## src/assert_macros.svh

```systemverilog
// Assertion macros shared by the byte engine RTL.
// Each macro wraps one clocked concurrent assertion on clk.
`ifndef ASSERT_MACROS_SVH
`define ASSERT_MACROS_SVH

// Checked only while out of reset.
`define ASSERT_RST(label, prop, msg) \
  label: assert property (@(posedge clk) disable iff (!rst_n) (prop)) else $error(msg);

// Checked on every edge, including during reset.
`define ASSERT_ALW(label, prop, msg) \
  label: assert property (@(posedge clk) (prop)) else $error(msg);

`endif

```

## src/i2cm_pkg.sv

```systemverilog
// Package for the I2C master byte engine: operation codes, engine states,
// word structs and phase constants. No dependencies.
package i2cm_pkg;

  localparam logic [2:0] OP_CODE_START = 3'd0;
  localparam logic [2:0] OP_CODE_STOP  = 3'd1;
  localparam logic [2:0] OP_CODE_WRITE = 3'd2;
  localparam logic [2:0] OP_CODE_READ  = 3'd3;
  localparam logic [2:0] OP_CODE_WAIT  = 3'd4;

  localparam logic [4:0]  BIT_PHASES     = 5'd16;
  localparam logic [4:0]  READ_ACK_PHASE = 5'd17;
  localparam logic [15:0] HALF_RESET     = 16'd250;

  typedef enum logic [5:0] {
    ST_IDLE  = 6'b000001,
    ST_START = 6'b000010,
    ST_STOP  = 6'b000100,
    ST_WRITE = 6'b001000,
    ST_READ  = 6'b010000,
    ST_WAIT  = 6'b100000
  } op_state_t;

  typedef struct packed {
    logic drv;
    logic sda;
    logic scl;
  } line_t;

  typedef struct packed {
    logic       cmd_valid;
    logic [2:0] operation;
    logic [7:0] write_data;
    logic       send_ack;
    logic       sda_in;
  } in_item_t;

  typedef struct packed {
    logic       scl_level;
    logic       sda_level;
    logic       sda_drive;
    logic       busy_res;
    logic       done_res;
    logic [7:0] read_byte;
    logic       ack_missing;
  } out_item_t;

  function automatic op_state_t decode_op(input logic [2:0] code);
    op_state_t st;
    case (code)
      OP_CODE_START: st = ST_START;
      OP_CODE_STOP:  st = ST_STOP;
      OP_CODE_WRITE: st = ST_WRITE;
      OP_CODE_READ:  st = ST_READ;
      OP_CODE_WAIT:  st = ST_WAIT;
      default:       st = ST_IDLE;
    endcase
    return st;
  endfunction

  function automatic logic [4:0] phase_count(input op_state_t st);
    logic [4:0] n;
    case (st)
      ST_START: n = 5'd3;
      ST_STOP:  n = 5'd3;
      ST_WRITE: n = BIT_PHASES + 5'd1;
      ST_READ:  n = BIT_PHASES + 5'd3;
      ST_WAIT:  n = 5'd4;
      default:  n = 5'd1;
    endcase
    return n;
  endfunction

endpackage

```

## src/i2cm_if.sv

```systemverilog
// Channel interfaces for the I2C master byte engine: one for input words,
// one for result words. Both use a valid/ready handshake.
interface i2cm_in_if;
  logic       valid;
  logic       ready;
  logic       cmd_valid;
  logic [2:0] operation;
  logic [7:0] write_data;
  logic       send_ack;
  logic       sda_in;

  modport source (output valid, cmd_valid, operation, write_data, send_ack, sda_in,
                  input ready);
  modport sink   (input valid, cmd_valid, operation, write_data, send_ack, sda_in,
                  output ready);
endinterface

interface i2cm_out_if;
  logic       valid;
  logic       ready;
  logic       scl_level;
  logic       sda_level;
  logic       sda_drive;
  logic       busy_res;
  logic       done_res;
  logic [7:0] read_byte;
  logic       ack_missing;

  modport source (output valid, scl_level, sda_level, sda_drive, busy_res, done_res,
                  read_byte, ack_missing, input ready);
  modport sink   (input valid, scl_level, sda_level, sda_drive, busy_res, done_res,
                  read_byte, ack_missing, output ready);
endinterface

```

## src/i2c_master_byte_engine.sv

```systemverilog
// Top level of the I2C master byte engine: input word register, phase
// sequencer (i2cm_engine) and result word register. Uses i2cm_pkg, i2cm_if.
//
// Usage:
//   Each input word on in_bus stands for one tick of the bus timing. It
//   carries an optional command (cmd_valid, operation, write_data, send_ack)
//   and the sampled SDA level. Every accepted word yields exactly one result
//   word on out_bus with the SCL/SDA levels for that tick, busy, done and,
//   on the done tick, read_byte or ack_missing.
//   cfg_we/cfg_wdata write the half period in ticks (reset 250, 0 acts as 1);
//   write it only while no command is running.
//   A result passes through the input register and then the result register.
//   Throughput is one word per cycle while out_bus moves: the input register
//   and the result register each take a new word whenever the stage after
//   them moves, and the sequencer does one tick of work between them.
//   When the receiver stalls, the result register holds its word and the
//   input register fills; in_bus.ready then drops until out_bus moves again.
//   Synchronous reset empties both registers, idles the engine with SCL
//   high and SDA released, and restores the half period to 250.
`include "assert_macros.svh"

module i2c_master_byte_engine
  import i2cm_pkg::*;
(
  input  logic         clk,
  input  logic         rst_n,
  input  logic         cfg_we,
  input  logic [15:0]  cfg_wdata,
  i2cm_in_if.sink      in_bus,
  i2cm_out_if.source   out_bus
);

  logic      s1_v_r;
  in_item_t  s1_r;
  logic      out_v_r;
  out_item_t out_r;
  out_item_t res;
  logic      advance;
  logic      in_take;
  logic      step_en;

  assign advance      = !out_v_r || out_bus.ready;
  assign in_bus.ready = !s1_v_r || advance;
  assign in_take      = in_bus.valid && in_bus.ready;
  assign step_en      = s1_v_r && advance;

  always_ff @(posedge clk) begin
    if (!rst_n) begin
      s1_v_r <= 1'b0;
    end else if (in_take) begin
      s1_v_r <= 1'b1;
    end else if (advance) begin
      s1_v_r <= 1'b0;
    end
  end

  always_ff @(posedge clk) begin
    if (in_take) begin
      s1_r.cmd_valid  <= in_bus.cmd_valid;
      s1_r.operation  <= in_bus.operation;
      s1_r.write_data <= in_bus.write_data;
      s1_r.send_ack   <= in_bus.send_ack;
      s1_r.sda_in     <= in_bus.sda_in;
    end
  end

  i2cm_engine u_engine (
    .clk       (clk),
    .rst_n     (rst_n),
    .cfg_we    (cfg_we),
    .cfg_wdata (cfg_wdata),
    .step_en   (step_en),
    .item      (s1_r),
    .res       (res)
  );

  always_ff @(posedge clk) begin
    if (!rst_n) begin
      out_v_r <= 1'b0;
    end else if (advance) begin
      out_v_r <= s1_v_r;
    end
  end

  always_ff @(posedge clk) begin
    if (step_en) begin
      out_r <= res;
    end
  end

  assign out_bus.valid       = out_v_r;
  assign out_bus.scl_level   = out_r.scl_level;
  assign out_bus.sda_level   = out_r.sda_level;
  assign out_bus.sda_drive   = out_r.sda_drive;
  assign out_bus.busy_res    = out_r.busy_res;
  assign out_bus.done_res    = out_r.done_res;
  assign out_bus.read_byte   = out_r.read_byte;
  assign out_bus.ack_missing = out_r.ack_missing;

  `ASSERT_RST(a_stalled_word_kept, (s1_v_r && !advance) |=> s1_v_r, "input word lost while the result side stalls")
  `ASSERT_RST(a_step_fills_out, step_en |=> out_v_r, "engine step without a result word")
  `ASSERT_RST(a_done_has_busy, (out_v_r && out_r.done_res) |-> out_r.busy_res, "done word without busy")

endmodule

```

## src/i2cm_engine.sv

```systemverilog
// Phase sequencer of the I2C master: command state, phase and tick counters,
// shift byte and line levels, advanced one tick per step. Uses i2cm_pkg.
`include "assert_macros.svh"

module i2cm_engine
  import i2cm_pkg::*;
(
  input  logic        clk,
  input  logic        rst_n,
  input  logic        cfg_we,
  input  logic [15:0] cfg_wdata,
  input  logic        step_en,
  input  in_item_t    item,
  output out_item_t   res
);

  op_state_t   op_r, op_nxt;
  logic [4:0]  phase_r, phase_nxt;
  logic [15:0] tick_r, tick_nxt;
  logic [7:0]  shift_r, shift_nxt;
  logic        ack_r, ack_nxt;
  line_t       lines_r, lines_nxt;
  logic [15:0] half_r;

  function automatic line_t mk_line(input logic scl, input logic sda, input logic drv);
    line_t l;
    l.scl = scl;
    l.sda = sda;
    l.drv = drv;
    return l;
  endfunction

  function automatic line_t enter_phase(input op_state_t st, input logic [4:0] p,
                                        input logic [7:0] sh, input logic ack,
                                        input line_t cur);
    line_t l;
    l = cur;
    case (st)
      ST_START: begin
        if (p == 5'd0) l = mk_line(1'b1, 1'b1, 1'b1);
        else if (p == 5'd1) l = mk_line(1'b1, 1'b0, 1'b1);
        else l = mk_line(1'b0, 1'b0, 1'b1);
      end
      ST_STOP: begin
        if (p == 5'd0) l = mk_line(1'b0, 1'b0, 1'b1);
        else if (p == 5'd1) l = mk_line(1'b1, 1'b0, 1'b1);
        else l = mk_line(1'b1, 1'b1, 1'b1);
      end
      ST_WRITE: begin
        if (p < BIT_PHASES && !p[0]) l = mk_line(1'b0, sh[7], 1'b1);
        else if (p < BIT_PHASES) l = mk_line(1'b1, cur.sda, 1'b1);
        else l = mk_line(1'b0, cur.sda, 1'b1);
      end
      ST_READ: begin
        if (p < BIT_PHASES) l = mk_line(p[0], 1'b1, 1'b0);
        else l = mk_line(p == READ_ACK_PHASE, !ack, 1'b1);
      end
      ST_WAIT: begin
        if (p == 5'd0) l = mk_line(1'b1, 1'b1, 1'b0);
        else if (p == 5'd1) l = mk_line(1'b0, 1'b0, 1'b1);
        else if (p == 5'd2) l = mk_line(1'b1, 1'b0, 1'b1);
        else l = mk_line(1'b1, 1'b1, 1'b1);
      end
      default: l = cur;
    endcase
    return l;
  endfunction

  line_t       lines_ld;
  logic        busy;
  logic        fin;
  logic [15:0] half_eff;
  logic [4:0]  ph_inc;

  always_comb begin
    op_nxt    = op_r;
    phase_nxt = phase_r;
    tick_nxt  = tick_r;
    shift_nxt = shift_r;
    ack_nxt   = ack_r;
    lines_ld  = lines_r;
    fin       = 1'b0;
    ph_inc    = phase_r + 5'd1;
    half_eff  = (half_r == 16'd0) ? 16'd1 : half_r;
    res       = '0;

    if (op_r == ST_IDLE && item.cmd_valid && item.operation <= OP_CODE_WAIT) begin
      op_nxt    = decode_op(item.operation);
      phase_nxt = 5'd0;
      tick_nxt  = 16'd0;
      if (op_nxt == ST_WRITE) shift_nxt = item.write_data;
      if (op_nxt == ST_READ) begin
        shift_nxt = 8'd0;
        ack_nxt   = item.send_ack;
      end
      if (op_nxt == ST_WAIT) ack_nxt = 1'b0;
      lines_ld = enter_phase(op_nxt, 5'd0, shift_nxt, ack_nxt, lines_r);
    end

    busy      = (op_nxt != ST_IDLE);
    lines_nxt = lines_ld;

    if (busy) begin
      tick_nxt = tick_nxt + 16'd1;
      if (tick_nxt >= half_eff) begin
        tick_nxt = 16'd0;
        if ((op_nxt == ST_READ || op_nxt == ST_WRITE) && phase_nxt < BIT_PHASES &&
            phase_nxt[0]) begin
          shift_nxt = {shift_nxt[6:0], (op_nxt == ST_READ) ? item.sda_in : 1'b0};
        end
        if (op_nxt == ST_WAIT && phase_nxt == 5'd0) begin
          if (!item.sda_in) begin
            fin       = 1'b1;
            lines_nxt = mk_line(1'b0, 1'b1, 1'b0);
          end else begin
            ack_nxt = 1'b1;
          end
        end
        if (!fin) begin
          ph_inc    = phase_nxt + 5'd1;
          phase_nxt = ph_inc;
          if (ph_inc >= phase_count(op_nxt)) begin
            fin = 1'b1;
            if (op_nxt == ST_READ || op_nxt == ST_WAIT) lines_nxt = mk_line(1'b0, 1'b1, 1'b1);
          end else begin
            lines_nxt = enter_phase(op_nxt, ph_inc, shift_nxt, ack_nxt, lines_ld);
          end
        end
        if (fin) begin
          res.done_res = 1'b1;
          if (op_nxt == ST_READ) res.read_byte = shift_nxt;
          if (op_nxt == ST_WAIT) res.ack_missing = ack_nxt;
          op_nxt    = ST_IDLE;
          phase_nxt = 5'd0;
        end
      end
    end

    res.scl_level = lines_ld.scl;
    res.sda_level = lines_ld.sda;
    res.sda_drive = lines_ld.drv;
    res.busy_res  = busy;
  end

  always_ff @(posedge clk) begin
    if (!rst_n) begin
      half_r <= HALF_RESET;
    end else if (cfg_we) begin
      half_r <= cfg_wdata;
    end
  end

  always_ff @(posedge clk) begin
    if (!rst_n) begin
      op_r    <= ST_IDLE;
      phase_r <= 5'd0;
      tick_r  <= 16'd0;
      shift_r <= 8'd0;
      ack_r   <= 1'b0;
      lines_r <= mk_line(1'b1, 1'b1, 1'b0);
    end else if (step_en) begin
      op_r    <= op_nxt;
      phase_r <= phase_nxt;
      tick_r  <= tick_nxt;
      shift_r <= shift_nxt;
      ack_r   <= ack_nxt;
      lines_r <= lines_nxt;
    end
  end

  `ASSERT_ALW(a_idle_counters_clear, (op_r == ST_IDLE) |-> (phase_r == 5'd0 && tick_r == 16'd0), "idle engine with nonzero phase or tick count")
  `ASSERT_RST(a_done_goes_idle, (step_en && res.done_res) |=> (op_r == ST_IDLE), "engine not idle after a done word")
  `ASSERT_RST(a_phase_in_range, phase_r < phase_count(ST_READ), "phase step beyond the longest command")

endmodule

```

## src/flat_wrapper.sv

```systemverilog
// flat-port wrapper written by rule: the top's interface ports become plain ports
module i2c_master_byte_engine_flat import i2cm_pkg::*;
  (clk, rst_n, cfg_we, cfg_wdata, in_bus_valid, in_bus_cmd_valid, in_bus_operation, in_bus_write_data, in_bus_send_ack, in_bus_sda_in, in_bus_ready, out_bus_valid, out_bus_scl_level, out_bus_sda_level, out_bus_sda_drive, out_bus_busy_res, out_bus_done_res, out_bus_read_byte, out_bus_ack_missing, out_bus_ready);
  i2cm_in_if in_bus_i ();
  i2cm_out_if out_bus_i ();
  input  logic clk;
  input  logic rst_n;
  input  logic cfg_we;
  input  logic [15:0] cfg_wdata;
  input wire logic [$bits(in_bus_i.valid)-1:0] in_bus_valid;
  input wire logic [$bits(in_bus_i.cmd_valid)-1:0] in_bus_cmd_valid;
  input wire logic [$bits(in_bus_i.operation)-1:0] in_bus_operation;
  input wire logic [$bits(in_bus_i.write_data)-1:0] in_bus_write_data;
  input wire logic [$bits(in_bus_i.send_ack)-1:0] in_bus_send_ack;
  input wire logic [$bits(in_bus_i.sda_in)-1:0] in_bus_sda_in;
  output wire logic [$bits(in_bus_i.ready)-1:0] in_bus_ready;
  output wire logic [$bits(out_bus_i.valid)-1:0] out_bus_valid;
  output wire logic [$bits(out_bus_i.scl_level)-1:0] out_bus_scl_level;
  output wire logic [$bits(out_bus_i.sda_level)-1:0] out_bus_sda_level;
  output wire logic [$bits(out_bus_i.sda_drive)-1:0] out_bus_sda_drive;
  output wire logic [$bits(out_bus_i.busy_res)-1:0] out_bus_busy_res;
  output wire logic [$bits(out_bus_i.done_res)-1:0] out_bus_done_res;
  output wire logic [$bits(out_bus_i.read_byte)-1:0] out_bus_read_byte;
  output wire logic [$bits(out_bus_i.ack_missing)-1:0] out_bus_ack_missing;
  input wire logic [$bits(out_bus_i.ready)-1:0] out_bus_ready;
  assign in_bus_i.valid = in_bus_valid;
  assign in_bus_i.cmd_valid = in_bus_cmd_valid;
  assign in_bus_i.operation = in_bus_operation;
  assign in_bus_i.write_data = in_bus_write_data;
  assign in_bus_i.send_ack = in_bus_send_ack;
  assign in_bus_i.sda_in = in_bus_sda_in;
  assign in_bus_ready = in_bus_i.ready;
  assign out_bus_valid = out_bus_i.valid;
  assign out_bus_scl_level = out_bus_i.scl_level;
  assign out_bus_sda_level = out_bus_i.sda_level;
  assign out_bus_sda_drive = out_bus_i.sda_drive;
  assign out_bus_busy_res = out_bus_i.busy_res;
  assign out_bus_done_res = out_bus_i.done_res;
  assign out_bus_read_byte = out_bus_i.read_byte;
  assign out_bus_ack_missing = out_bus_i.ack_missing;
  assign out_bus_i.ready = out_bus_ready;
  i2c_master_byte_engine u_core (.clk(clk), .rst_n(rst_n), .cfg_we(cfg_we), .cfg_wdata(cfg_wdata), .in_bus(in_bus_i), .out_bus(out_bus_i));
endmodule
```

## config.mk

```make
export PLATFORM = sky130hd
export DESIGN_NAME = i2c_master_byte_engine_flat
export DESIGN_NICKNAME = d
export VERILOG_FILES = /design/src/i2cm_pkg.sv /design/src/i2cm_if.sv /design/src/i2c_master_byte_engine.sv /design/src/i2cm_engine.sv /design/src/flat_wrapper.sv
export VERILOG_INCLUDE_DIRS = /design/src /design/src/src
export SDC_FILE = /design/constraint.sdc
export NUM_CORES = 1
export LEC_CHECK = 0
export BUFFER_PORTS_ARGS = -buffer_cell sky130_fd_sc_hd__buf_2
export CORE_MARGIN = 2
export CORE_UTILIZATION = 65
export CTS_CLUSTER_DIAMETER = 100
export CTS_CLUSTER_SIZE = 24
export DETAILED_ROUTE_END_ITERATION = 12
export PLACE_DENSITY = 0.86
export SLEW_MARGIN = 10
export SYNTH_ARGS = -nofsm -noshare
export SYNTH_HDL_FRONTEND = slang
export SYNTH_SLANG_ARGS = --single-unit
```

## constraint.sdc

```tcl
create_clock -name clk -period 7.9 [get_ports clk]
set_input_delay 0.395 -clock clk [delete_from_list [all_inputs] [get_ports clk]]
set_output_delay 0.395 -clock clk [all_outputs]
set_load 0.005 [all_outputs]
```

# --- After elaboration in Yosys (flattened, before gate mapping) ---
# Index checks and enable logic that the tools add are counted.
word_totals:
  word_cells: 142
  register_bits: 85
  in_bits: 35
  output_inout_bits: 16
op_classes:
  n_reduce_logical: 25
  eq_ne: 19
  n_addsub: 2
  muxes: 68
  n_lt_le_gt_ge: 5
op_table:
  columns: ["operator", "count"]
  rows:
  - ["16-bit 2-to-1 mux", 4]
  - ["8-bit 2-to-1 mux", 7]
  - ["5-bit 2-to-1 mux", 8]
  - ["3-bit 2-to-1 mux", 10]
  - ["6-bit 2-to-1 mux", 5]
  - ["3-bit one-hot mux with 5 select lines", 2]
  - ["6-bit one-hot mux with 5 select lines", 1]
  - ["1-bit 2-to-1 mux", 23]
  - ["5-bit one-hot mux with 4 select lines", 1]
  - ["16-bit by 1-bit adder with 16-bit output, second input constant", 1]
  - ["16-bit >= comparator", 1]
  - ["16-bit zero test", 1]
  - ["6-bit by 2-bit equality test with 1-bit output, second input constant", 2]
  - ["6-bit by 3-bit equality test with 1-bit output, second input constant", 2]
  - ["6-bit by 4-bit equality test with 1-bit output, second input constant", 2]
  - ["6-bit by 5-bit equality test with 1-bit output, second input constant", 2]
  - ["6-bit equality test, second input constant", 2]
  - ["2-bit 2-to-1 mux", 6]
  - ["5-bit zero test", 2]
  - ["5-bit < comparator, second input constant", 2]
  - ["10-bit 2-to-1 mux", 1]
  - ["1-bit logical AND", 8]
  - ["4-bit AND reduction", 2]
  - ["3-bit by 2-bit equality test with 1-bit output, second input constant", 2]
  - ["16 further kinds", 22]

# --- Longest topological paths before layout ---
# Gate-level depths: netlist of the first run.
depth:
  word_depth: 21
  mapped_depth: 21
  ltp_nobuf: 17

# --- Cells and area by module ---
# A second synthesis of the first run with hierarchy kept.
hier_totals:
  cells_unflattened: 589
  hier_area_um2: 5223.8
modules_own_cells:
  columns: ["mod", "cells_per_inst", "instances", "seq_area_each_um2", "area_each_um2"]
  rows:
  - ["i2cm_engine", 552, 1, 1101.1, 4279.1]
  - ["i2c_master_byte_engine", 37, 1, 880.8, 944.7]

# --- Worst setup path before layout of the first run ---
# No wires, ideal clock.
synth_path:
  path_kind: "register to register"
  from: "register u_core.s1_r[10] (netlist name)"
  to: "register u_core.u_engine.phase_r[2]"
  n_path_buf: 3
  t_required_ns: 7.768
  stages_incl_launch_ff: 20
  slack_ns: 3.576
  synth_period_minus_slack_ns: 4.324
  setup_ns: 0.132
  t_arrival_ns: 4.192
  path_cell_list: "edfxtp_1 clkbuf_1 o21ai_0 nand3_1 clkbuf_1 and2_1 ha_1 and3_1 o311ai_1 or3_1 a21oi_1 ha_1 a21oi_1 nand2_1 a221o_1 a21oi_1 clkbuf_1 a21oi_1 o21ai_0 a21oi_1"
synth_via:
  elab_chain_cells: 18
  word_cells_on_any_way: 40
  classes_between: "add/sub (2); order compare (3); eq/ne (10); mux (20); reduce/logical (5)"
synth_rtl:
  columns: ["item", "line_no", "source"]
  rows:
  - ["start, declared", "i2c_master_byte_engine.sv:34", "in_item_t s1_r;"]
  - ["3-bit equality test (tied with other cells)", "i2cm_pkg.sv:50", "case (code)"]
  - ["6-bit one-hot mux with 5 select lines", "i2cm_pkg.sv:50", null]
  - ["6-bit 2-to-1 mux (2 in a row)", "i2cm_engine.sv:87", "if (op_r == ST_IDLE && item.cmd_valid && item.operation <= OP_CODE_WAIT) begin"]
  - ["6-bit by 3-bit equality test with 1-bit output / 6-bit by 2-bit equality test with 1-bit output (equally long branches)", "i2cm_pkg.sv:63", "case (st)"]
  - ["2-bit OR reduction (no line)", null, null]
  - ["5-bit one-hot mux with 4 select lines", "i2cm_pkg.sv:63", null]
  - ["5-bit 2-to-1 mux", "i2cm_engine.sv:119", "if (!fin) begin"]
  - ["5-bit 2-to-1 mux", "i2cm_engine.sv:105", "if (tick_nxt >= half_eff) begin"]
  - ["5-bit 2-to-1 mux", "i2cm_engine.sv:103", "if (busy) begin"]
  - ["5-bit >= comparator", "i2cm_engine.sv:122", "if (ph_inc >= phase_count(op_nxt)) begin"]
  - ["1-bit 2-to-1 mux", "i2cm_engine.sv:122", null]
  - ["1-bit 2-to-1 mux", "i2cm_engine.sv:119", null]
  - ["1-bit 2-to-1 mux", "i2cm_engine.sv:105", null]
  - ["1-bit 2-to-1 mux", "i2cm_engine.sv:103", null]
  - ["5-bit 2-to-1 mux", "i2cm_engine.sv:129", "if (fin) begin"]
  - ["5-bit 2-to-1 mux", "i2cm_engine.sv:105", null]
  - ["5-bit 2-to-1 mux (*)", "i2cm_engine.sv:103", null]
  - ["end signal, assigned", "i2cm_engine.sv:163", "phase_r <= phase_nxt;"]
  - ["end, declared", "i2cm_engine.sv:18", "logic [4:0] phase_r, phase_nxt;"]
# Every way passes the cells marked *; elsewhere a longest branch is shown, timed or not. The select of a mux whose other input is x is not followed.
# A chain may end at the register's enable or synchronous reset.

# --- Worst setup path in the final report of the first run ---
layout_path:
  from: "register u_core.s1_r[10] (netlist name)"
  to: "register u_core.out_r, in the netlist u_core.out_bus.read_byte[7], data pin"
layout_via:
  elab_chain_cells: 16
  word_cells_on_any_way: 47
  classes_between: "add/sub (2); order compare (4); eq/ne (12); mux (20); reduce/logical (9)"
layout_rtl:
  columns: ["item", "line_no", "source"]
  rows:
  - ["3-bit equality test (tied with other cells)", "i2cm_pkg.sv:50", null]
  - ["6-bit one-hot mux with 5 select lines", "i2cm_pkg.sv:50", null]
  - ["6-bit 2-to-1 mux (2 in a row)", "i2cm_engine.sv:87", null]
  - ["6-bit by 3-bit equality test with 1-bit output / 6-bit by 2-bit equality test with 1-bit output (equally long branches)", "i2cm_pkg.sv:63", null]
  - ["2-bit OR reduction (no line)", null, null]
  - ["5-bit one-hot mux with 4 select lines", "i2cm_pkg.sv:63", null]
  - ["5-bit 2-to-1 mux", "i2cm_engine.sv:119", null]
  - ["5-bit 2-to-1 mux", "i2cm_engine.sv:105", null]
  - ["5-bit 2-to-1 mux", "i2cm_engine.sv:103", null]
  - ["5-bit >= comparator", "i2cm_engine.sv:122", null]
  - ["1-bit 2-to-1 mux", "i2cm_engine.sv:122", null]
  - ["1-bit 2-to-1 mux", "i2cm_engine.sv:119", null]
  - ["1-bit 2-to-1 mux", "i2cm_engine.sv:105", null]
  - ["1-bit 2-to-1 mux", "i2cm_engine.sv:103", null]
  - ["4-bit AND reduction (no line)", null, null]
  - ["end signal, assigned", "i2c_master_byte_engine.sv:87", "out_r <= res;"]
  - ["end, declared", "i2c_master_byte_engine.sv:36", "out_item_t out_r;"]
# Parallel ways exist; a longest one is shown, timed or not. The select of a mux whose other input is x is not followed.

==> results_dict.tcl, run 1 <==
set metrics [dict create \
    status "complete, no violations" \
    clock-root-buffer "clkbuf_8" \
    synth-adder-area-share 0.0594 \
    yosysWarnings 0 \
    worst_slew_pin_slew_ns 1.08 \
    critical_path_required_ns 8.01 \
    power_mw 0.878 \
    path_cells "o21ai_0 -> nand3_1 -> and2_1 -> ha_1 -> and3_1 -> o311ai_1 -> or3_1 -> a21oi_1 -> ha_1 -> a21oi_1 -> nand2_1 -> a221o_1 -> o211ai_2 -> or3_1 -> nor2b_1" \
    drtIter0Drc 434 \
    slowest_delay_ns 0.73 \
    finalHoldViolations 0 \
    synth_edf_count 28 \
    drive_gt1_frac 0.159 \
    min_path_cells 1 \
    r2r_setup_slack_ns 2.53 \
    grt_pass1_wl_um 21400 \
    yosys-top-cells-area "dfxtp_1 22%, edfxtp_1 16%, ha_1 5.9%, nor2_1 5.2%, a21oi_1 4.0%" \
    area_delta_synth_final_pct 7.49 \
    drt_first_pass_iters 7 \
    max_cap_viol_count 0 \
    wl_um 13000 \
    finalSetupViolations 0 \
    post-route-period-util 0.679 \
    vias_per_cell 6.39 \
    fin_nets 685 \
    cts_hold_buf 0 \
    min-delay-path-class "in -> reg" \
    worst-setup-path-type "reg -> reg" \
    yosys_register_bits 85 \
    synth_most_common_cell "nor2_1" \
    avgSynthCellArea_um2 8.79 \
    hpwl_um 9570 \
    place_area_um2 5480 \
    async_reset_ff_frac 0 \
    fin_area_um2 5660 \
    layout_min_cycle_time_ns 5.37 \
    synth-seq-area-share 0.377 \
    fmax_mhz 186 \
    die_height_um 94.0 \
    syn-num-nets 659 \
    arrival_ns 5.48 \
    fin_tns_setup_ns 0 \
    slew_viol_final 0 \
    tritoncts "done" \
    drcViolationCount 0 \
    synth_area_um2 5260 \
    synthTopCellsByCount "73 x nor2_1, 57 x dfxtp_1, 45 x nand2_1" \
    dieArea_um2 8830 \
    globalRouteOverflowTotal 0 \
    fin_worst_skew_ns 0.0151 \
    cts_buffer_depth 2 \
    core_area_um2 7770 \
    postRouteAntennaNets 0 \
    synth_top_area_share 0.217 \
    postCtsSetupBuffers 0 \
    worst-r2r-cell-count 15 \
    grt_usage 0.306 \
    placementRows 32 \
    yosys-mux-area-fraction 0.0388 \
    crit_path_start_kind "flop" \
    wl_per_cell_um 17.8 \
    leakagePower_nw 2.21 \
    synth-simple-area-share 0.215 \
    crit_fanout 21 \
    post_cts_resized 0 \
    synth_ff_type "dfxtp_1" \
    vias 4676 \
    start_util 0.678 \
    grt_setup_unrepaired "no" \
    ios 51 \
    cts.sink_count 85 \
    slew-limit-headroom 0.280 \
    cp_slowest_cell "edfxtp_1" \
    die_w_um 94.0 \
    synthCells 599 \
    antenna_found_initial 0 \
    place_congestion 0.971 \
    end_kind "flop" \
    synth_top_family_by_area "compound AO/OA/AOI/OAI gates" \
    synth-compound-area-share 0.223 \
    htree_levels 3 \
    clk_latency_ns 0.36 \
    synth_cell_types 77 \
    diodes 0 \
    grt_pass1_vias 4358 \
    power_density_nw_per_um2 155 \
    fin_util 0.728 \
    portBuffers 50 \
    ir_drop_mv 0.121 \
    synth_top_cell_by_area "dfxtp_1" \
    numCtsBuffers 9 \
    clk_pin_slew_ns 0.10 \
    grt_max_degree 44 \
    synthXorXnorAreaFrac 0.0283 \
]
## path summary, 6_finish.rpt
path,to,start
worst max-delay path,u_core.out_bus.read_byte[7],u_core.s1_r[10]
worst min-delay path,u_core.s1_r[9],in_bus_write_data[7]
worst max register to register,u_core.out_bus.read_byte[7],u_core.s1_r[10]
worst min register to register,u_core.u_engine.shift_r[5],u_core.u_engine.shift_r[5]
## layout by cell type, fill, tap and decap left out, drive strengths merged, types with 5 or more instances in the layout
cell type	Yosys	final
a22oi	15	15
nor3	12	12
a21oi	43	43
mux2i	17	17
a31oi	9	9
dfxtp	57	57
nand2	45	45
nor2	74	74
a2111oi	5	5
o21ai	20	20
a21o	8	8
edfxtp	28	28
ha	25	25
a211oi	11	11
a221o	7	7
clkbuf	20	10
nor2b	19	19
xor2	11	11
nand3	24	24
nand4	5	5
o211ai	14	14
buf	20	55
xnor2	6	6
inv	28	28
nor4	5	5
and2	6	6
## sequential cells by signal (all words and copies together), names as in the netlist
signal	flops
u_core.out_bus.sda_drive	1
u_core.out_bus.valid	1
u_core.s1_r	14
u_core.u_engine.lines_r	3
u_core.out_bus.ack_missing	1
u_core.u_engine.phase_r	5
u_core.out_bus.busy_res	1
u_core.u_engine.op_r	6
u_core.u_engine.tick_r	16
u_core.u_engine.shift_r	8
u_core.out_bus.scl_level	1
u_core.out_bus.sda_level	1
u_core.u_engine.ack_r	1
u_core.out_bus.done_res	1
u_core.u_engine.half_r	16
u_core.s1_v_r	1
u_core.out_bus.read_byte	8
## cells by family (layout without fill, tap and decap cells)
group,count (synthesis),count (layout)
AND/OR/NAND/NOR,219,219
flip-flops,85,85
AO/OA/AOI/OAI,164,164
buffers and inverters,69,100
multiplexers,20,20
XOR/XNOR,17,17
adder cells (fa/ha/maj),25,25
## where the power goes
part | switching, mW | internal, mW | total [mW]
Combinational | 0.0721 | 0.0410 | 0.113
Sequential | 0.0127 | 0.468 | 0.480
Clock | 0.163 | 0.121 | 0.284
## metal layers
metal,routed length (um),up-vias,GRT usage
met2,5600,235,0.451
met4,260,0,0.0845
met3,1140,32,0.0594
met1,6000,2176,0.458
met5,0,-,0
li1,-,2233,-
## final cells by class
cell class                      count  area [um2]
Multi-Input combinational cell    445        2970
Fill cell                         597        2110
Sequential cell                    85        1980
Timing Repair Buffer               55         288
Clock buffer                       10         138
Tap cell                          102         128
Inverter                           29         109
Clock inverter                      6        38.8
## per-stage QoR
step	hold slack (ns)	instances	setup slack, ns
finish	0.214	732	2.53
global route	0.207	732	2.20
CTS	0.209	732	2.66
detailed placement	0.449	716	2.67
global placement	0.441	716	2.86
floorplan	0.434	599	3.58
## critical path, delay by kind of cell, from the launching register on
family | cells | cell delay (ns)
AO/OA/AOI/OAI | 6 | 1.90
adder cells (fa/ha/maj) | 2 | 0.48
flip-flops | 1 | 0.73
AND/OR/NAND/NOR | 7 | 1.99
No activity file was read; power rests on OpenSTA's default activity.
==> inputs of run 2 (changes only) <==
--- a/config.mk
+++ b/config.mk
@@ -8,11 +8,11 @@
 export LEC_CHECK = 0
 export BUFFER_PORTS_ARGS = -buffer_cell sky130_fd_sc_hd__buf_2
 export CORE_MARGIN = 2
-export CORE_UTILIZATION = 65
+export CORE_UTILIZATION = 54
 export CTS_CLUSTER_DIAMETER = 100
 export CTS_CLUSTER_SIZE = 24
 export DETAILED_ROUTE_END_ITERATION = 12
-export PLACE_DENSITY = 0.86
+export PLACE_DENSITY = 0.77
 export SLEW_MARGIN = 10
 export SYNTH_ARGS = -nofsm -noshare
 export SYNTH_HDL_FRONTEND = slang
==> constraint.sdc (replaced) <==
create_clock -name clk -period 4.7 [get_ports clk]
set_input_delay 0.235 -clock clk [delete_from_list [all_inputs] [get_ports clk]]
set_output_delay 0.235 -clock clk [all_outputs]
set_load 0.005 [all_outputs]
==> run 2 against run 1 <==
  * Power is 80% higher
  * Sequential share of layout area is 1.2 points lower
  * Via count is 0.68% lower
  * Routed wire length is 3.5% higher
  * Final area is 3.7% higher
  * Utilization is 12 points lower
  * Combinational power is 80% higher
  * Non-clock buffer count is 14 higher
  * Die area is 19% higher
  * Largest power group unchanged
  * Highest routed layer unchanged
==> results_dict.tcl, run 2 (synthesis results as in run 1) <==
set metrics [dict create \
    max_cap_viol_count 0 \
    crit_fanout 8 \
    final_common_cell "nor2_1" \
    clock-root-buffer "clkbuf_8" \
    diodes 0 \
    ios 51 \
    power_density_nw_per_um2 269 \
    area_delta_synth_final_pct 11.5 \
    status "complete, no violations" \
    crit_path_start_kind "flop" \
    post_cts_resized 0 \
    finalSetupViolations 0 \
    layout_setup_ws_ns 0.260 \
    post-route-period-util 0.945 \
    slowest_delay_ns 0.49 \
    slew_viol_final 0 \
    postCtsSetupBuffers 0 \
    hold_slack_ns 0.0476 \
    r2r-start "u_core.s1_r[13]" \
    antenna_found_initial 0 \
    leakagePower_nw 2.31 \
    min_path_cells 1 \
    cts.sink_count 85 \
    final_cell_mix "73 x nor2_1, 56 x dfxtp_1, 50 x buf_2, 45 x nand2_1, 40 x a21oi_1" \
    hold_path_end "u_core.s1_r[10]" \
    portBuffers 50 \
    cts_buffer_depth 2 \
    vias 4644 \
    drcViolationCount 0 \
    finalHoldViolations 0 \
    clk_pin_slew_ns 0.09 \
    dieArea_um2 10600 \
    vias_per_cell 5.98 \
    r2r-end "u_core.out_bus.read_byte[7]" \
    hpwl_um 10000 \
    drtIter0Drc 376 \
    arrival_ns 4.55 \
    grt_pass1_vias 4319 \
    grt_usage 0.266 \
    worst-setup-path-type "reg -> reg" \
    placementRows 36 \
    wl_um 13500 \
    worst_slew_pin_slew_ns 0.747 \
    slew-limit-headroom 0.501 \
    ir_drop_mv 0.147 \
    path_cells "and3b_1 -> nand3_1 -> and2_1 -> ha_1 -> and3_1 -> o311ai_1 -> or3_1 -> a21oi_1 -> ha_1 -> a21oi_1 -> nand2_1 -> a221o_1 -> o211ai_2 -> or3_1 -> nor2b_1" \
    place_congestion 0.946 \
    stdcell_count 777 \
    fin_worst_skew_ns 0.0139 \
    globalRouteOverflowTotal 0 \
    die_w_um 103 \
    cts_hold_buf 0 \
    fillCellCount 858 \
    fin_tns_setup_ns 0 \
    worst-r2r-cell-count 15 \
    fmax_mhz 225 \
    reg_top3 "u_core.u_engine.half_r x16, u_core.u_engine.tick_r x16, u_core.s1_r x14" \
    critical_path_required_ns 4.81 \
    die_height_um 103 \
    grt_pass1_wl_um 21700 \
    fin_nets 699 \
    dp_cells 761 \
    post-place-ws_ns 0.178 \
    r2r_setup_slack_ns 0.26 \
    drt_first_pass_iters 5 \
    clk_latency_ns 0.36 \
    numCtsBuffers 9 \
    postRouteAntennaNets 0 \
    tritoncts "done" \
    end_kind "flop" \
    core_area_um2 9590 \
    wl_per_cell_um 17.3 \
    htree_levels 3 \
    min-delay-path-class "in -> reg" \
    layout_min_cycle_time_ns 4.44 \
    grt_setup_unrepaired "yes" \
    start_util 0.549 \
    grt_max_degree 44 \
    drive_gt1_frac 0.183 \
    cp_slowest_cell "edfxtp_1" \
    min_from "in_bus_operation[0]" \
]
[run 2: changes by cell type in the layout (fill, tap and decap cells not counted), moves of 2 or more]
cell / previous run / this run
buf_4: 5 / 19
a21oi_1: 42 / 40
a21oi_2: 1 / 3
clkbuf_1: 0 / 2
clkinv_1: 3 / 1
clkinvlp_4: 3 / 1
[run 2: worst max path at each step]
stage / from / end / slack (ns) / cells after the start
after global placement: u_core.u_engine.op_r[5] / u_core.u_engine.tick_r[7] / 0.40 / 17
after floorplan: u_core.s1_r[10] / u_core.u_engine.phase_r[2] / 0.38 / 19
final: u_core.s1_r[13] / u_core.out_bus.read_byte[7] / 0.26 / 15
after CTS: u_core.u_engine.op_r[5] / u_core.u_engine.tick_r[14] / 0.15 / 17
after global routing: u_core.s1_r[13] / u_core.u_engine.phase_r[2] / -0.005 / 17
after detailed placement: u_core.u_engine.op_r[5] / u_core.u_engine.tick_r[14] / 0.18 / 17
[run 2: per-stage QoR]
step	total power, mW	util	instance area, um2
2_1_floorplan	0.949	-	5260
3_3_place_gp	1.01	0.586	5620
3_5_place_dp	1.02	0.586	5620
4_1_cts	1.58	0.609	5850
5_1_grt	1.64	0.612	5870
6_report	1.58	0.612	5870
[run 2: metal layers]
layer | up-vias | GRT usage | wire (um) | share of wire
met5 | - | 0 | 0 | 0
met4 | 0 | 0.0903 | 213 | 0.016
met3 | 17 | 0.0536 | 970 | 0.072
met2 | 183 | 0.396 | 5960 | 0.44
met1 | 2181 | 0.385 | 6320 | 0.47
li1 | 2263 | - | - | -
[run 2: cell type report]
cell class,count,area [um2],share of cell area
clock buffers,14,184,0.0313
clock inverters,2,37.5,0.00640
inverters,29,109,0.0186
multi-input cells,445,2990,0.510
flip-flops and latches,85,1980,0.338
well taps,133,166,0.0284
repair buffers,69,393,0.0670
[run 2: worst max-delay path, delay by kind of cell (launching register included)]
family,cells,cell delay [ns]
adders and majority gates,2,0.51
AOI/OAI and AO/OA,5,1.31
DFF,1,0.49
and+or+nand+nor,8,1.89
[run 2: power breakdown]
group / switching [mW] / internal, mW
Clock: 0.266 / 0.308
Combinational: 0.129 / 0.0749
Sequential: 0.0155 / 0.786
Total: 0.410 / 1.17
==> inputs of run 3 (changes only) <==
--- a/config.mk
+++ b/config.mk
@@ -13,6 +13,7 @@
 export CTS_CLUSTER_SIZE = 24
 export DETAILED_ROUTE_END_ITERATION = 12
 export PLACE_DENSITY = 0.77
+export REMOVE_ABC_BUFFERS = 1
 export SLEW_MARGIN = 10
 export SYNTH_ARGS = -nofsm -noshare
 export SYNTH_HDL_FRONTEND = slang
==> run 3 against run 2 <==
  * Power decreased by 3.2%
  * Sequential power is essentially flat
  * Clock power fell by 8.5%
  * Die area stayed put
  * Global-route usage fell by 0.99 points
  * Utilization did not move
  * Critical path depth grew 1
  * Routed wire length fell by 3.0%
  * Count of clock-buffer cells in the layout shrank 5
  * Critical endpoint is now u_core.u_engine.shift_r[4]
  * Largest power group unchanged
==> results_dict.tcl, run 3 (synthesis results as in run 1) <==
set metrics [dict create \
    grt_pass1_vias 4328 \
    path_cells "and3b_1 -> nand3_1 -> and2_1 -> ha_1 -> and3_1 -> o311ai_1 -> or3_1 -> a21oi_1 -> ha_1 -> a21oi_1 -> nand2_1 -> a221o_1 -> o211ai_4 -> or2_0 -> a221o_1 -> a21oi_1" \
    drt_first_pass_iters 5 \
    drive_gt1_frac 0.188 \
    arrival_ns 4.65 \
    cts.sink_count 85 \
    fmax_mhz 227 \
    wl_per_cell_um 16.7 \
    slew_viol_final 0 \
    critical_path_required_ns 4.94 \
    crit_fanout 11 \
    final_cell_mix "73 x nor2_1, 57 x dfxtp_1, 50 x buf_2, 45 x nand2_1, 41 x a21oi_1" \
    fin_worst_skew_ns 0.0101 \
    grt_pass1_wl_um 21200 \
    postRouteAntennaNets 0 \
    diodes 0 \
    htree_levels 3 \
    tritoncts "done" \
    end_kind "flop" \
    slowest_delay_ns 0.50 \
    worst-setup-path-type "reg -> reg" \
    vias 4692 \
    final_common_cell "nor2_1" \
    hpwl_um 9510 \
    wl_um 13100 \
    die_w_um 103 \
    post-route-period-util 0.938 \
    vias_per_cell 6.01 \
    start_util 0.549 \
    ios 51 \
    leakagePower_nw 2.31 \
    numCtsBuffers 9 \
    drcViolationCount 0 \
    drtIter0Drc 336 \
    power_density_nw_per_um2 261 \
    placementRows 36 \
    grt_max_degree 44 \
    status "complete, no violations" \
    layout_min_cycle_time_ns 4.41 \
    multi_input_area_um2 2990 \
    die_height_um 103 \
    postCtsSetupBuffers 0 \
    stdcell_count 781 \
    finalHoldViolations 0 \
    power_mw 1.53 \
    clock-root-buffer "clkbuf_8" \
    portBuffers 50 \
    max_cap_viol_count 0 \
    reg_top3 "u_core.u_engine.half_r x16, u_core.u_engine.tick_r x16, u_core.s1_r x14" \
    clk_latency_ns 0.37 \
    crit_top_cell "a21oi_1" \
    clk_pin_slew_ns 0.09 \
    dieArea_um2 10600 \
    area_delta_synth_final_pct 11.5 \
    dp_cells 765 \
    fillCellCount 849 \
    place_congestion 0.993 \
    fin_nets 703 \
    finalSetupViolations 0 \
    cts_buffer_depth 2 \
    post_cts_resized 0 \
    crit_path_start_kind "flop" \
    slew-limit-headroom 0.461 \
    grt_usage 0.256 \
    cts_hold_buf 0 \
    core_area_um2 9590 \
    ff_latch_area_um2 1980 \
    globalRouteOverflowTotal 0 \
    min-delay-path-class "in -> reg" \
    cp_slowest_cell "edfxtp_1" \
    worst_slew_pin_slew_ns 0.799 \
    ir_drop_mv 0.214 \
    antenna_found_initial 0 \
]
==> run 3: worst paths after layout <==
kind | from | endpoint | slack (ns) | depth (start not counted)
hold / removal | in_bus_write_data[0] | u_core.s1_r[2] | 0.04 | 1
setup / recovery | u_core.s1_r[13] | u_core.u_engine.shift_r[4] | 0.29 | 16
hold reg to reg | u_core.u_engine.shift_r[2] | u_core.u_engine.shift_r[2] | 0.46 | 2
setup reg to reg | u_core.s1_r[13] | u_core.u_engine.shift_r[4] | 0.29 | 16
==> run 3: through the flow <==
step                      setup TNS (ns)  area [um2]  hold WS [ns]  worst slack [ns]  utilization
after floorplan                        0        5060         0.334           0.00954            -
after global placement                 0        5650         0.412             0.405        0.589
after detailed placement               0        5650         0.413             0.215        0.589
after CTS                              0        5850        0.0325             0.192        0.610
after global routing             -0.0161        5870        0.0235           -0.0161        0.612
final                                  0        5870        0.0403             0.291        0.612
==> run 3: worst max-delay path, delay by kind of cell, from the launching register on <==
family | cells | cell delay [ns]
compound gates | 7 | 1.68
flops | 1 | 0.50
simple gates | 7 | 1.62
fa+ha+maj | 2 | 0.48
==> run 3: final cells by class <==
class                      count  area share
multi-input combinational    445       0.509
inverter                      29      0.0186
clock buffer                   9      0.0211
sequential                    85       0.338
clock inverter                 7      0.0128
timing repair buffer          73      0.0721
tap                          133      0.0284
==> run 3: power by group <==
| part | switching, mW | total [mW] | leakage [nW] | internal, mW |
|---|---|---|---|---|
| registers | 0.0148 | 0.800 | 0.739 | 0.786 |
| clock network | 0.278 | 0.525 | 0.0918 | 0.247 |
| logic | 0.127 | 0.203 | 1.48 | 0.0760 |
| total | 0.420 | 1.53 | 2.31 | 1.11 |
==> run 3: per-layer routing <==
layer	track usage	wire length, um	up-vias
met5	0	0	-
met3	0.0542	895	28
met1	0.350	5880	2199
li1	-	-	2277
met4	0.0964	250	0
met2	0.399	6030	188
